$ cat src/rtl/iee_pkg.sv
// Package for the infix expression evaluator: payload structs, operator codes,
// controller/datapath command and status structs. No dependencies.
package iee_pkg;

  localparam int unsigned STACK_DEPTH_DEF = 16;
  localparam int unsigned MAX_CHARS_DEF   = 64;
  localparam int unsigned DATA_W          = 32;

  localparam logic [2:0] OP_LPAREN = 3'd0;
  localparam logic [2:0] OP_ADD    = 3'd1;
  localparam logic [2:0] OP_SUB    = 3'd2;
  localparam logic [2:0] OP_MUL    = 3'd3;
  localparam logic [2:0] OP_DIV    = 3'd4;

  localparam logic [7:0] CH_LPAREN = 8'h28;
  localparam logic [7:0] CH_RPAREN = 8'h29;
  localparam logic [7:0] CH_MUL    = 8'h2A;
  localparam logic [7:0] CH_ADD    = 8'h2B;
  localparam logic [7:0] CH_SUB    = 8'h2D;
  localparam logic [7:0] CH_DIV    = 8'h2F;
  localparam logic [7:0] CH_ZERO   = 8'h30;
  localparam logic [7:0] CH_NINE   = 8'h39;

  typedef struct packed {
    logic [7:0] char_code;
    logic       end_of_expr;
  } in_item_t;

  typedef struct packed {
    logic signed [31:0] value;
    logic               error;
  } out_item_t;

  // Datapath commands issued by the controller.
  typedef struct packed {
    logic       clear;       // reset all expression state
    logic       digit;       // fold digit into literal
    logic [3:0] digit_val;
    logic       end_lit;     // push literal if one is open
    logic       push_op;     // push operator code
    logic [2:0] push_code;
    logic       pop_op;      // drop top operator (matching paren)
    logic       red_start;   // pop operator and two operands, start arithmetic
    logic       set_err;
  } dp_cmd_t;

  typedef struct packed {
    logic       err;
    logic       op_empty;
    logic [2:0] op_top;
    logic       opnd_one;    // exactly one operand on the stack
    logic       busy;        // arithmetic/push in progress
    logic       lit_open;
  } dp_stat_t;

  function automatic logic [1:0] prec(input logic [2:0] op);
    if (op == OP_LPAREN) return 2'd3;
    if (op == OP_MUL || op == OP_DIV) return 2'd2;
    return 2'd1;
  endfunction

endpackage

$ cat src/rtl/iee_divider.sv
// Iterative signed divider, truncating toward zero, one quotient bit a cycle.
// Depends on iee_pkg.
module iee_divider (
  input  logic        clk,
  input  logic        rst_n,
  input  logic        start,
  input  logic [31:0] dividend,
  input  logic [31:0] divisor,
  output logic        done,
  output logic [31:0] quotient
);
  import iee_pkg::*;

  logic [31:0] rem_r, rem_nxt, quo_r, quo_nxt, dvs_r, dvs_nxt;
  logic [5:0]  cnt_r, cnt_nxt;
  logic        neg_r, neg_nxt, run_r, run_nxt, done_r, done_nxt;
  logic [32:0] trial;
  logic [31:0] shifted;

  always_comb begin
    rem_nxt  = rem_r;
    quo_nxt  = quo_r;
    dvs_nxt  = dvs_r;
    cnt_nxt  = cnt_r;
    neg_nxt  = neg_r;
    run_nxt  = run_r;
    done_nxt = 1'b0;
    shifted  = {rem_r[30:0], quo_r[31]};
    trial    = {1'b0, shifted} - {1'b0, dvs_r};
    if (start) begin
      rem_nxt = '0;
      quo_nxt = dividend[31] ? (32'd0 - dividend) : dividend;
      dvs_nxt = divisor[31] ? (32'd0 - divisor) : divisor;
      neg_nxt = dividend[31] ^ divisor[31];
      cnt_nxt = 6'd32;
      run_nxt = 1'b1;
    end else if (run_r) begin
      if (!trial[32]) begin
        rem_nxt = trial[31:0];
        quo_nxt = {quo_r[30:0], 1'b1};
      end else begin
        rem_nxt = shifted;
        quo_nxt = {quo_r[30:0], 1'b0};
      end
      cnt_nxt = cnt_r - 6'd1;
      if (cnt_r == 6'd1) begin
        run_nxt  = 1'b0;
        done_nxt = 1'b1;
      end
    end
  end

  always_ff @(posedge clk) begin
    rem_r <= rem_nxt;
    quo_r <= quo_nxt;
    dvs_r <= dvs_nxt;
    neg_r <= neg_nxt;
    cnt_r <= cnt_nxt;
    if (!rst_n) begin
      run_r  <= 1'b0;
      done_r <= 1'b0;
    end else begin
      run_r  <= run_nxt;
      done_r <= done_nxt;
    end
  end

  assign done     = done_r;
  assign quotient = neg_r ? (32'd0 - quo_r) : quo_r;
endmodule

$ cat src/rtl/iee_datapath.sv
// Datapath: operand and operator stacks, literal accumulator, arithmetic.
// Depends on iee_pkg and iee_divider.
module iee_datapath #(
  parameter int unsigned STACK_DEPTH = iee_pkg::STACK_DEPTH_DEF
) (
  input  logic              clk,
  input  logic              rst_n,
  input  iee_pkg::dp_cmd_t  cmd,
  output iee_pkg::dp_stat_t stat,
  output logic [31:0]       result
);
  import iee_pkg::*;

  localparam int unsigned IW = (STACK_DEPTH > 1) ? $clog2(STACK_DEPTH) : 1;
  localparam int unsigned CW = $clog2(STACK_DEPTH + 1);
  localparam logic [CW-1:0] DEPTH_C = CW'(STACK_DEPTH);

  // Arithmetic sequencer phases.
  localparam logic [2:0] A_IDLE = 3'd0;
  localparam logic [2:0] A_RD1  = 3'd1;
  localparam logic [2:0] A_RD2  = 3'd2;
  localparam logic [2:0] A_EXEC = 3'd3;
  localparam logic [2:0] A_DIVW = 3'd4;
  localparam logic [2:0] A_PUSH = 3'd5;

  logic [31:0] opnd_mem [STACK_DEPTH];
  logic [2:0]  optr_mem [STACK_DEPTH];

  logic [CW-1:0] ocnt_r, ocnt_nxt, pcnt_r, pcnt_nxt;
  logic [31:0]   lit_r, lit_nxt, lhs_r, lhs_nxt, rhs_r, rhs_nxt, res_r, res_nxt;
  logic [31:0]   rd_r;
  logic          inlit_r, inlit_nxt, err_r, err_nxt;
  logic [2:0]    aop_r, aop_nxt, ast_r, ast_nxt;
  logic          wr_en;
  logic [IW-1:0] wr_addr, rd_addr;
  logic [31:0]   wr_data;
  logic          optr_we;
  logic [IW-1:0] optr_wa;
  logic [2:0]    optr_wd, optr_top;
  logic          div_start, div_done;
  logic [31:0]   div_q;

  iee_divider u_div (
    .clk(clk), .rst_n(rst_n), .start(div_start),
    .dividend(lhs_r), .divisor(rhs_r), .done(div_done), .quotient(div_q)
  );

  // Top of operator stack lives in a small register file read at one place.
  assign optr_top = (pcnt_r == '0) ? OP_LPAREN : optr_mem[IW'(pcnt_r - CW'(1))];

  always_comb begin
    ocnt_nxt  = ocnt_r;
    pcnt_nxt  = pcnt_r;
    lit_nxt   = lit_r;
    inlit_nxt = inlit_r;
    err_nxt   = err_r;
    lhs_nxt   = lhs_r;
    rhs_nxt   = rhs_r;
    res_nxt   = res_r;
    aop_nxt   = aop_r;
    ast_nxt   = ast_r;
    wr_en     = 1'b0;
    wr_addr   = IW'(ocnt_r);
    wr_data   = lit_r;
    rd_addr   = IW'(ocnt_r - CW'(1));
    optr_we   = 1'b0;
    optr_wa   = IW'(pcnt_r);
    optr_wd   = cmd.push_code;

    if (cmd.clear) begin
      ocnt_nxt  = '0;
      pcnt_nxt  = '0;
      lit_nxt   = '0;
      inlit_nxt = 1'b0;
      err_nxt   = 1'b0;
      ast_nxt   = A_IDLE;
    end else begin
      if (cmd.set_err) err_nxt = 1'b1;
      if (cmd.digit) begin
        lit_nxt   = (inlit_r ? ((lit_r << 3) + (lit_r << 1)) : 32'd0)
                    + {28'd0, cmd.digit_val};
        inlit_nxt = 1'b1;
      end
      if (cmd.end_lit && inlit_r) begin
        inlit_nxt = 1'b0;
        lit_nxt   = '0;
        if (ocnt_r == DEPTH_C) err_nxt = 1'b1;
        else begin
          wr_en    = 1'b1;
          ocnt_nxt = ocnt_r + CW'(1);
        end
      end
      if (cmd.push_op) begin
        if (pcnt_r == DEPTH_C) err_nxt = 1'b1;
        else begin
          optr_we  = 1'b1;
          pcnt_nxt = pcnt_r + CW'(1);
        end
      end
      if (cmd.pop_op) pcnt_nxt = pcnt_r - CW'(1);
      if (cmd.red_start) begin
        if (pcnt_r == '0) err_nxt = 1'b1;
        else begin
          pcnt_nxt = pcnt_r - CW'(1);
          aop_nxt  = optr_top;
          if (ocnt_r < CW'(2)) err_nxt = 1'b1;
          else ast_nxt = A_RD1;
        end
      end

      unique case (ast_r)
        A_IDLE: ;
        A_RD1: begin
          // The top operand read in the start cycle is the right-hand side.
          rhs_nxt = rd_r;
          rd_addr = IW'(ocnt_r - CW'(2));
          ast_nxt = A_RD2;
        end
        A_RD2: begin
          rd_addr  = IW'(ocnt_r - CW'(2));
          ocnt_nxt = ocnt_r - CW'(2);
          ast_nxt  = A_EXEC;
        end
        A_EXEC: begin
          lhs_nxt = rd_r;
          ast_nxt = A_PUSH;
          unique case (aop_r)
            OP_ADD: res_nxt = rd_r + rhs_r;
            OP_SUB: res_nxt = rd_r - rhs_r;
            OP_MUL: res_nxt = rd_r * rhs_r;
            OP_DIV: begin
              if (rhs_r == '0) begin
                err_nxt = 1'b1;
                ast_nxt = A_IDLE;
              end else ast_nxt = A_DIVW;
            end
            default: begin
              err_nxt = 1'b1;
              ast_nxt = A_IDLE;
            end
          endcase
        end
        A_DIVW: begin
          if (div_done) begin
            res_nxt = div_q;
            ast_nxt = A_PUSH;
          end
        end
        A_PUSH: begin
          wr_en    = 1'b1;
          wr_data  = res_r;
          ocnt_nxt = ocnt_r + CW'(1);
          ast_nxt  = A_IDLE;
        end
        default: ast_nxt = A_IDLE;
      endcase
    end
  end

  // Divider start is registered, so it rises in the same cycle that lhs/rhs hold the operands.
  logic div_go_r;
  always_ff @(posedge clk) begin
    if (!rst_n) div_go_r <= 1'b0;
    else div_go_r <= (ast_r == A_EXEC) && (aop_r == OP_DIV) && (rhs_r != '0)
                     && !cmd.clear;
  end
  assign div_start = div_go_r;

  always_ff @(posedge clk) begin
    if (wr_en) opnd_mem[wr_addr] <= wr_data;
    rd_r <= opnd_mem[rd_addr];
    if (optr_we) optr_mem[optr_wa] <= optr_wd;
  end

  always_ff @(posedge clk) begin
    lit_r <= lit_nxt;
    lhs_r <= lhs_nxt;
    rhs_r <= rhs_nxt;
    res_r <= res_nxt;
    aop_r <= aop_nxt;
    if (!rst_n) begin
      ocnt_r  <= '0;
      pcnt_r  <= '0;
      inlit_r <= 1'b0;
      err_r   <= 1'b0;
      ast_r   <= A_IDLE;
    end else begin
      ocnt_r  <= ocnt_nxt;
      pcnt_r  <= pcnt_nxt;
      inlit_r <= inlit_nxt;
      err_r   <= err_nxt;
      ast_r   <= ast_nxt;
    end
  end

  // With a single operand left, the read port already points at entry zero.
  assign result        = rd_r;
  assign stat.err      = err_r;
  assign stat.op_empty = (pcnt_r == '0);
  assign stat.op_top   = optr_top;
  assign stat.opnd_one = (ocnt_r == CW'(1));
  assign stat.busy     = (ast_r != A_IDLE);
  assign stat.lit_open = inlit_r;
endmodule

$ cat src/rtl/iee_controller.sv
// Controller state machine: decodes characters and sequences reductions.
// Depends on iee_pkg.
module iee_controller #(
  parameter int unsigned MAX_CHARS = iee_pkg::MAX_CHARS_DEF
) (
  input  logic               clk,
  input  logic               rst_n,
  input  logic               in_valid,
  output logic               in_ready,
  input  iee_pkg::in_item_t  in_data,
  input  logic               out_ready,
  output logic               out_valid,
  output iee_pkg::out_item_t out_data,
  output iee_pkg::dp_cmd_t   cmd,
  input  iee_pkg::dp_stat_t  stat,
  input  logic [31:0]        result
);
  import iee_pkg::*;

  localparam int unsigned NW = $clog2(MAX_CHARS);
  localparam logic [NW-1:0] LIMIT_C = NW'(MAX_CHARS - 1);

  localparam logic [2:0] S_IDLE  = 3'd0;
  localparam logic [2:0] S_CHAR  = 3'd1;  // fold a digit, or end literal, then classify
  localparam logic [2:0] S_LOOP  = 3'd2;  // reduce loop for operator or ')', push for '('
  localparam logic [2:0] S_WAIT  = 3'd3;  // wait for reduction to finish
  localparam logic [2:0] S_FLUSH = 3'd4;
  localparam logic [2:0] S_FWAIT = 3'd5;
  localparam logic [2:0] S_EMIT  = 3'd6;  // read slot settles
  localparam logic [2:0] S_EMIT2 = 3'd7;

  logic [2:0]    st_r, st_nxt;
  logic [NW-1:0] cnt_r, cnt_nxt;
  logic [7:0]    ch_r, ch_nxt;
  logic          last_r, last_nxt, take_r, take_nxt;
  logic          ov_r, ov_nxt;
  out_item_t     od_r, od_nxt;
  logic          is_op, is_close, stop;
  logic [2:0]    op_code;
  logic [1:0]    p_in;

  always_comb begin
    is_op   = 1'b1;
    op_code = OP_ADD;
    case (ch_r)
      CH_ADD: op_code = OP_ADD;
      CH_SUB: op_code = OP_SUB;
      CH_MUL: op_code = OP_MUL;
      CH_DIV: op_code = OP_DIV;
      default: is_op = 1'b0;
    endcase
    is_close = (ch_r == CH_RPAREN);
    p_in     = prec(op_code);
    // Reduction loop ends at empty stack, '(' or lower precedence.
    stop = stat.op_empty || (stat.op_top == OP_LPAREN) ||
           (!is_close && (prec(stat.op_top) < p_in));
  end

  always_comb begin
    st_nxt   = st_r;
    cnt_nxt  = cnt_r;
    ch_nxt   = ch_r;
    last_nxt = last_r;
    take_nxt = take_r;
    ov_nxt   = ov_r;
    od_nxt   = od_r;
    cmd      = '0;
    if (out_valid && out_ready) ov_nxt = 1'b0;
    unique case (st_r)
      S_IDLE: begin
        if (in_valid) begin
          ch_nxt   = in_data.char_code;
          last_nxt = in_data.end_of_expr;
          take_nxt = (cnt_r < LIMIT_C) && !stat.err;
          if (cnt_r < LIMIT_C) cnt_nxt = cnt_r + NW'(1);
          st_nxt   = S_CHAR;
        end
      end
      S_CHAR: begin
        st_nxt = last_r ? S_FLUSH : S_IDLE;
        if (take_r) begin
          if (ch_r >= CH_ZERO && ch_r <= CH_NINE) begin
            cmd.digit     = 1'b1;
            cmd.digit_val = 4'(ch_r - CH_ZERO);
          end else begin
            cmd.end_lit = 1'b1;
            if (ch_r == CH_LPAREN) begin
              st_nxt = S_WAIT;
            end else if (is_op || is_close) begin
              st_nxt = S_WAIT;
            end else cmd.set_err = 1'b1;
          end
        end
      end
      S_WAIT: begin
        // Settle after any stack change and wait until the datapath is idle before deciding.
        if (!stat.busy) st_nxt = S_LOOP;
      end
      S_LOOP: begin
        if (stat.err) st_nxt = last_r ? S_FLUSH : S_IDLE;
        else if (ch_r == CH_LPAREN) begin
          cmd.push_op   = 1'b1;
          cmd.push_code = OP_LPAREN;
          st_nxt = last_r ? S_FLUSH : S_IDLE;
        end else if (!stop) begin
          cmd.red_start = 1'b1;
          st_nxt = S_WAIT;
        end else if (is_close) begin
          if (stat.op_empty) cmd.set_err = 1'b1;
          else cmd.pop_op = 1'b1;
          st_nxt = last_r ? S_FLUSH : S_IDLE;
        end else begin
          cmd.push_op   = 1'b1;
          cmd.push_code = op_code;
          st_nxt = last_r ? S_FLUSH : S_IDLE;
        end
      end
      S_FLUSH: begin
        if (!stat.err) cmd.end_lit = 1'b1;
        st_nxt = S_FWAIT;
      end
      S_FWAIT: begin
        if (!stat.busy) begin
          if (stat.err || stat.op_empty) st_nxt = S_EMIT;
          else if (stat.op_top == OP_LPAREN) begin
            cmd.set_err = 1'b1;
            st_nxt = S_EMIT;
          end else cmd.red_start = 1'b1;
        end
      end
      S_EMIT: st_nxt = S_EMIT2;
      S_EMIT2: begin
        if (!ov_r || out_ready) begin
          od_nxt.error = stat.err || !stat.opnd_one;
          od_nxt.value = od_nxt.error ? 32'sd0 : $signed(result);
          ov_nxt   = 1'b1;
          cmd.clear = 1'b1;
          cnt_nxt  = '0;
          st_nxt   = S_IDLE;
        end
      end
      default: st_nxt = S_IDLE;
    endcase
  end

  always_ff @(posedge clk) begin
    ch_r   <= ch_nxt;
    last_r <= last_nxt;
    take_r <= take_nxt;
    od_r   <= od_nxt;
    if (!rst_n) begin
      st_r  <= S_IDLE;
      cnt_r <= '0;
      ov_r  <= 1'b0;
    end else begin
      st_r  <= st_nxt;
      cnt_r <= cnt_nxt;
      ov_r  <= ov_nxt;
    end
  end

  assign in_ready  = (st_r == S_IDLE);
  assign out_valid = ov_r;
  assign out_data  = od_r;
endmodule

$ cat src/rtl/infix_expression_evaluator.sv
// Top level of the infix expression evaluator: controller plus datapath.
// Depends on iee_pkg, iee_controller, iee_datapath (and iee_divider below it).
//
//  Channel | Direction | Payload                      | Handshake
//  in_     | input     | in_item_t {char_code, eoe}   | in_valid / in_ready
//  out_    | output    | out_item_t {value, error}    | out_valid / out_ready
//
// A digit or an unknown character passes through the character state only. An
// operator or parenthesis also waits for the datapath and runs the reduce loop
// once for every reduction it causes, and a division waits on the bit-serial
// divider, which sets the worst case. The end-of-expression beat flushes the
// operator stack one reduction at a time and then reads the result from the
// operand stack.
// Reset is synchronous and active low and clears control state only; stack
// contents are undefined until written. A held result beat does not stop the
// block taking the next expression; only a second result waits for it.
module infix_expression_evaluator #(
  parameter int unsigned STACK_DEPTH = iee_pkg::STACK_DEPTH_DEF,
  parameter int unsigned MAX_CHARS   = iee_pkg::MAX_CHARS_DEF
) (
  input  logic               clk,
  input  logic               rst_n,
  input  logic               in_valid,
  output logic               in_ready,
  input  iee_pkg::in_item_t  in_data,
  output logic               out_valid,
  input  logic               out_ready,
  output iee_pkg::out_item_t out_data
);
  import iee_pkg::*;

  dp_cmd_t     cmd;
  dp_stat_t    stat;
  logic [31:0] result;

  // Controller: character decode, reduction sequencing and result register.
  iee_controller #(.MAX_CHARS(MAX_CHARS)) u_ctrl (
    .clk(clk), .rst_n(rst_n),
    .in_valid(in_valid), .in_ready(in_ready), .in_data(in_data),
    .out_ready(out_ready), .out_valid(out_valid), .out_data(out_data),
    .cmd(cmd), .stat(stat), .result(result)
  );

  // Datapath: both stacks, the literal builder and the arithmetic unit.
  iee_datapath #(.STACK_DEPTH(STACK_DEPTH)) u_dp (
    .clk(clk), .rst_n(rst_n), .cmd(cmd), .stat(stat), .result(result)
  );
endmodule

$ cat config.mk
export PLATFORM = sky130hd
export DESIGN_NAME = infix_expression_evaluator
export DESIGN_NICKNAME = d
export VERILOG_FILES = /design/src/rtl/iee_pkg.sv /design/src/rtl/iee_divider.sv /design/src/rtl/iee_datapath.sv /design/src/rtl/iee_controller.sv /design/src/rtl/infix_expression_evaluator.sv
export SDC_FILE = /design/constraint.sdc
export NUM_CORES = 2
export LEC_CHECK = 0
export BUFFER_PORTS_ARGS = -buffer_cell sky130_fd_sc_hd__clkbuf_2
export CAP_MARGIN = 0
export CORE_MARGIN = 2
export CORE_UTILIZATION = 65
export DETAILED_ROUTE_END_ITERATION = 12
export PLACE_DENSITY = 0.89
export SETUP_SLACK_MARGIN = 0.3
export SLEW_MARGIN = 20
export SYNTH_ARGS = -nofsm -noshare
export SYNTH_HDL_FRONTEND = slang
export SYNTH_SLANG_ARGS = --single-unit
export TNS_END_PERCENT = 1
$ cat constraint.sdc
create_clock -name clk -period 8.4 [get_ports clk]
set_input_delay 0.84 -clock clk [delete_from_list [all_inputs] [get_ports clk]]
set_output_delay 0.84 -clock clk [all_outputs]
set_load 0.02 [all_outputs]
==> Word-level counts from Yosys, hierarchy flattened <==
Memories as Yosys holds them, arrays and structs flattened. A register that Yosys moved wholly into a read port is not among the register bits.
Index checks and enable logic that the tools add are counted.
{ "classes": {"n_eq_ne": 39, "muxes": 125, "n_lt_le_gt_ge": 5, "n_addsub": 16, "n_reduce_logical": 49, "multipliers": 1, "n_bitwise": 5} }
{ "ops": {"columns": ["operator", "count"], "rows": [
  ["two-way mux 32 bit", 8],
  ["one-hot mux 32 bit (3 select lines)", 1],
  ["subtractor 1 x 32 -> 32 bit, first input constant", 3],
  ["adder 32 bit", 2],
  ["one-hot mux 32 bit (2 select lines)", 1],
  ["two-way mux 3 bit", 21],
  ["two-way mux 31 bit", 2],
  ["two-way mux 5 bit", 11],
  ["two-way mux 1 bit", 52],
  ["== test 8 x 6 -> 1 bit, second input constant", 6],
  ["subtractor 32 x 32 -> 33 bit", 1],
  ["adder 32 x 4 -> 32 bit", 1],
  ["logical NOT 32 bit", 1],
  ["multiplier 32 x 32 -> 32 bit", 1],
  ["nonzero test 32 bit", 1],
  ["subtractor 32 bit", 1],
  ["== test 3 bit, second input constant", 9],
  ["== test 3 x 2 -> 1 bit, second input constant", 8],
  ["two-way mux 6 bit", 4],
  ["one-hot mux 3 bit (8 select lines)", 1],
  ["two-way mux 2 bit", 10],
  ["two-way mux 4 bit", 4],
  ["one-hot mux 3 bit (5 select lines)", 1],
  ["logical NOT 3 bit", 4],
  ["other kinds (42)", 86]
]} }
{ "totals": {"ramBits": 560, "output_inout_bits": 35, "inputBits": 13, "mem_count": 2, "ff_bits": 304, "wordCells": 269} }
{ "memory_table": {"columns": ["memory", "words", "width", "rd", "rd_clocked_by_memory_dff", "wr", "line_no", "rtl"], "rows": [
  ["u_dp.opnd_mem", 16, 32, 1, 1, 1, "iee_datapath.sv:26", "logic [31:0] opnd_mem [STACK_DEPTH];"],
  ["u_dp.optr_mem", 16, 3, 1, 0, 1, "iee_datapath.sv:27", "logic [2:0] optr_mem [STACK_DEPTH];"]
]} }

==> Longest topological paths before layout <==
An unclocked memory read counts as a cell.
{ "logic_depth": {"word_depth": 28, "depth_mapped": 29} }

==> By module <==
Synthesis repeated with hierarchy kept, for this count alone.
{ "unflattened": {"hier_cells": 5076, "area_unflattened_um2": 59158.0} }
{ "modules_own_cells": {"columns": ["module", "instances", "area_per_inst_um2", "seq_area_each_um2", "cells_each"], "rows": [
  ["iee_datapath", 1, 48888.1, 21390.5, 3974],
  ["iee_divider", 1, 7751.2, 2732.6, 884],
  ["iee_controller", 1, 2518.7, 1491.4, 218]
]} }

==> Worst setup path before layout <==
Ideal clock, no wire load.
{ "synth_timing": {"path_type": "reg-to-reg", "startpoint": "register u_dp.rhs_r[6]", "endpoint": "register u_dp.res_r[30] (data pin)", "arrival_time_ns": 6.872, "path_stages_with_launch": 27, "path_buffers": 2, "slack_ns": 1.257, "synth_period_minus_slack_ns": 7.143, "required_time_ns": 8.129, "path_cell_list": "edfxtp_1 clkbuf_1 clkbuf_1 and2_1 fa_1 fa_1 inv_1 fa_1 fa_1 inv_1 ha_1 ha_1 fa_1 inv_1 fa_1 inv_1 ha_1 and4_1 nand2_1 o31ai_1 nand3_1 o21ai_0 nand2_1 a211o_1 o21ai_0 xnor2_1 o221ai_1"} }
{ "synth_between": {"elab_chain_cells": 3, "elab_cells_between_ends": 5, "classes_between": "2 x add/sub; 1 x mul; 2 x mux"} }
{ "synth_rtl": {"columns": ["item", "line_no", "rtl"], "rows": [
  ["start: declaration", "iee_datapath.sv:30", "logic [31:0] lit_r, lit_nxt, lhs_r, lhs_nxt, rhs_r, rhs_nxt, res_r, res_nxt;"],
  ["start signal: assignment", "iee_datapath.sv:178", "rhs_r <= rhs_nxt;"],
  ["multiplier 32 x 32 -> 32 bit (tied with other cells)", "iee_datapath.sv:130", "OP_MUL: res_nxt = rd_r * rhs_r;"],
  ["one-hot mux 32 bit (3 select lines) (*)", "iee_datapath.sv:127", "unique case (aop_r)"],
  ["one-hot mux 32 bit (2 select lines) (*)", "iee_datapath.sv:111", "unique case (ast_r)"],
  ["end signal: assignment", "iee_datapath.sv:179", "res_r <= res_nxt;"],
  ["end: declaration", "iee_datapath.sv:30", null]
]} }
Mark *: on every way between the ends. The rest lies on a longest branch, timed or not.
A chain may end at the register's enable or synchronous reset.

==> Worst setup path in the final report <==
{ "layout_timing": {"startpoint": "register u_dp.rd_r[8], in the netlist u_dp.result[8], read port of u_dp.opnd_mem", "endpoint": "register u_dp.res_r[30] (data pin)"} }
{ "layout_between": {"elab_chain_cells": 3, "elab_cells_between_ends": 5, "classes_between": "2 x add/sub; 1 x mul; 2 x mux"} }
{ "layout_rtl": {"columns": ["item", "line_no", "rtl"], "rows": [
  ["start: declaration", "iee_datapath.sv:31", "logic [31:0] rd_r;"],
  ["multiplier 32 x 32 -> 32 bit (tied with other cells)", "iee_datapath.sv:130", null],
  ["one-hot mux 32 bit (3 select lines) (*)", "iee_datapath.sv:127", null],
  ["one-hot mux 32 bit (2 select lines) (*)", "iee_datapath.sv:111", null]
]} }
Marks and branches as above.

==> summary.txt <==
Run status
  – Status: finished with violations
  – Failing checks: DRC

Route
  – Vias: about 40000
  – Drc violations: 1
  – Via density: 6.51
  – ANT nets after route: 0
  – DR WL/cell: roughly 26 µm
  – First-pass iteration count of the detailed router: 10
  – Iter 0 DRT Violations: ~4700
  – Post-Route WL: around 160 mm

Setup path
  – CP max FO: 17
  – Worst path cell trace: and2_1 > fa_1 > fa_1 > fa_1 > inv_1 > fa_1 > inv_1 > ha_1 > ha_1 > fa_1 > inv_1 > fa_1 > inv_1 > ha_1 > and4_1 > nand2_1 > o31ai_1 > nand3_1 > o21ai_0 > nand2_1 > a211o_1 > o21ai_0 > xnor2_1 > o221ai_1
  – Crit-path max cell delay: between 800 and 900 ps
  – Reg-to-Reg End: u_dp.res_r[30]
  – Crit path to: u_dp.res_r[30]
  – Crit path kind: flop to flop
  – CP dominant cell by count: fa_1
  – Critical path capture point type: flop
  – WP data arrival: just over 8000 ps
  – Slowest CP cell: dfxtp_1
  – CP startpoint kind: flop
  – Reg-to-reg slack, setup: about 500 ps
  – Reg2reg start: u_dp.result[8]
  – Crit. Startpoint: u_dp.result[8]
  – Cells on worst reg2reg path: 24
  – WP data required: about 8800 ps

Timing
  – RSZ-0062 raised after global routing: yes
  – Endpoints failing hold: 0
  – Sum of negative setup slack: 0 ps
  – Peak Freq: 127 MHz
  – Worst-Margin Slew: 1160 ps
  – Relative slew margins: roughly 22%
  – Minimum clock period: 7900 ps
  – Max Slew Vio Count: 0
  – Final setup violation count: 0
  – Worst clock skew: between 30 and 40 ps
  – Fin crit share: ~94%

Yosys
  – Top-count cell post-synth: edfxtp_1
  – Cells after Synth: about 4900
  – Top cells by count, synth: edfxtp_1, inv_1, fa_1
  – Synth area leaders: edfxtp_1, fa_1, mux4_2
  – Synth unique cells: 99
  – Syn_nets: roughly 5600
  – Mean Syn Cell Area: around 12 µm²
  – Yosys top cell by area: edfxtp_1
  – Share of the synthesized area in the top cell type: 39.7%
  – Sequential area share after synthesis: between 40% and 50%
  – Seq cells post-synth: roughly 900
  – Synth Warn #: 0
  – Ys async rst share: 0%
  – Dominant synthesized flop cell: edfxtp_1
  – Number of synthesized flops with an enable pin: around 770
  – Netlist Area Pre-Place: ~58000 µm²

Clock tree
  – Root buf cell: clkbuf_16
  – TritonCTS buffer count: 91
  – CTS max path bufs: 3
  – CTS Sinks: 896
  – Skew-Pair Late Insertion Delay: about 710 ps
  – Clock-pin slew on the worst setup and hold paths: about 60 ps
  – CTS tree: yes
  – H-tree Lvls: 3
  – Hold Buf Count CTS: 0

Power and ir drop
  – Switching share of total power: 27.3%
  – Cell Int Power: between 8000 and 9000 µW
  – Combinational Power Share: about 16%
  – Sequential share of power: about 46%
  – VDD IR max: around 0.23 mV
  – P_leak: between 0.02 and 0.025 µW
  – Clock power share: between 30% and 40%
  – Cell Pwr Density: 177 nW/µm²
  – Sw Pwr: 3060 µW
  – Total power: roughly 11000 µW

Layout
  – Synth-to-Final Area Change: 8.43%
  – Design Area, Final: ~63000 µm²
  – Number of diodes: 0
  – Final Util: 71.2%
  – NumNets Final: approximately 5600
  – Layout cell share with drive strength beyond 1: 11.1%

GRT
  – Overall routing resource usage: 35.4%
  – Initial antenna violation count: 6
  – GRT Residual Overflow: 0
  – First-pass GRT wire length: between 200 and 250 mm
  – Vias in the first global route: between 40000 and 50000
  – Pin count of the biggest net entering global routing: between 100 and 150

Placed design
  – Placed inst area: 59800 µm²
  – # port buffers: 47
  – DPL Wire Length: approximately 110 mm
  – Final Wtd Congestion: roughly 1

Floorplan
  – Die ar.: 91800 µm²
  – Die W: 303 µm
  – Num rows: between 100 and 150
  – Die extent in y: 303 µm
  – Starting Density: between 60 and 70%
  – Num ports: 48
  – Total core area: ~90000 µm²

Flow run
  – Max-Cap Viols: 0

Hold path
  – Hold crit path type: input port to flop
==> metal layers <==
metal / part of all wire (%) / GRT usage, % / vias up / wire length, µm
li1: - / - / 17000 / -
met1: 35 / 45.4 / 19700 / 56200
met2: 47 / 56.5 / 2615 / 75000
met3: 12 / 8.23 / 619 / 18400
met4: 6.0 / 19.1 / 12 / 9480
met5: 0.050 / 0 / - / 79
==> layout make-up <==
class,instances,area (µm²)
clock buffer,114,2450
inverter,485,1820
sequential,896,25600
timing repair buffer,148,1040
multi-input combinational,3272,29900
clock inverter,56,666
fill,5552,25500
tap,1165,1460
==> how the worst min path moves through the flow <==
stage / startpoint / depth (start not counted) / to / slack (ps)
floorplan: u_dp.lit_r[31] / 2 / u_dp.lit_r[31] / 440
global placement: u_dp.lit_r[31] / 2 / u_dp.lit_r[31] / 460
global route: in_data[0] / 1 / u_ctrl.last_r / 310
detailed placement: u_dp.lit_r[31] / 2 / u_dp.lit_r[31] / 470
CTS: in_data[0] / 1 / u_ctrl.last_r / 290
finish: in_data[0] / 1 / u_ctrl.last_r / 320
==> placed cells by master (no fill, tap or decap), types with 58 or more instances in the layout <==
cell | synthesis | routed
edfxtp_1 | 767 | 767
inv_1 | 483 | 482
fa_1 | 412 | 412
nand2_1 | 398 | 397
and2_1 | 355 | 355
nor2_1 | 274 | 255
ha_1 | 237 | 237
a21oi_1 | 199 | 197
xnor2_1 | 175 | 174
mux4_2 | 139 | 139
xor2_1 | 132 | 131
dfxtp_1 | 129 | 123
a211oi_1 | 110 | 110
buf_4 | 1 | 97
o21ai_0 | 95 | 95
clkbuf_16 | 0 | 93
nor3_1 | 59 | 58
==> worst max-delay path, delay by kind of cell (launching register included) <==
family                   cells  cell delay (ps)
AO/OA/AOI/OAI                5             1520
XOR/XNOR                     1              160
adder cells (fa/ha/maj)      9             3990
buffers and inverters        4              200
flip-flops                   1              810
AND/OR/NAND/NOR              5              930
==> timing repair <==
action,CTS,global route
setup buffers,0,2
hold endpoints to repair,0,0
resized for setup,0,4
setup endpoints to repair,0,8
==> power groups by stage <==
stage	clock network (µW)	registers, µW	logic [µW]
final	4250	5140	1780
after global routing	4430	5140	1910
after floorplan	0	5190	1260
after global placement	0	5220	1650
after CTS	4290	5130	1730
after detailed placement	0	5230	1700
==> state kept, by name, indices dropped and copies added (netlist names), 3 cells and up <==
name / count
u_dp.ocnt_r: 5
u_dp.res_r: 32
u_dp.pcnt_r: 5
u_dp.result: 32
u_dp.ast_r: 3
u_dp.u_div.dvs_r: 32
u_dp.rhs_r: 32
u_dp.optr_mem: 48
u_dp.u_div.cnt_r: 6
u_dp.lhs_r: 32
u_ctrl.st_r: 3
u_ctrl.out_data: 33
u_dp.aop_r: 3
u_dp.opnd_mem: 512
u_ctrl.ch_r: 8
u_dp.u_div.quo_r: 32
u_dp.u_div.rem_r: 31
u_ctrl.cnt_r: 6
u_dp.lit_r: 32
==> cells by family after synthesis <==
group | count (synthesis) | share of synthesized area, %
buf+inv | 733 | 4.78
mux | 232 | 7.08
compound gates | 687 | 7.81
simple gates | 1395 | 12.2
flops | 896 | 44.1
fa+ha+maj | 650 | 19.3
xor+xnor | 308 | 4.68
==> stage by stage <==
step | hold slack (ps) | cells | setup WS [ps]
after floorplan | 444 | 4901 | 1260
after global placement | 461 | 5963 | 574
after detailed placement | 470 | 5963 | 483
after CTS | 292 | 6133 | 446
after global routing | 313 | 6136 | 227
final | 325 | 6136 | 501
Note: power is estimated with default switching activity, not from simulation.
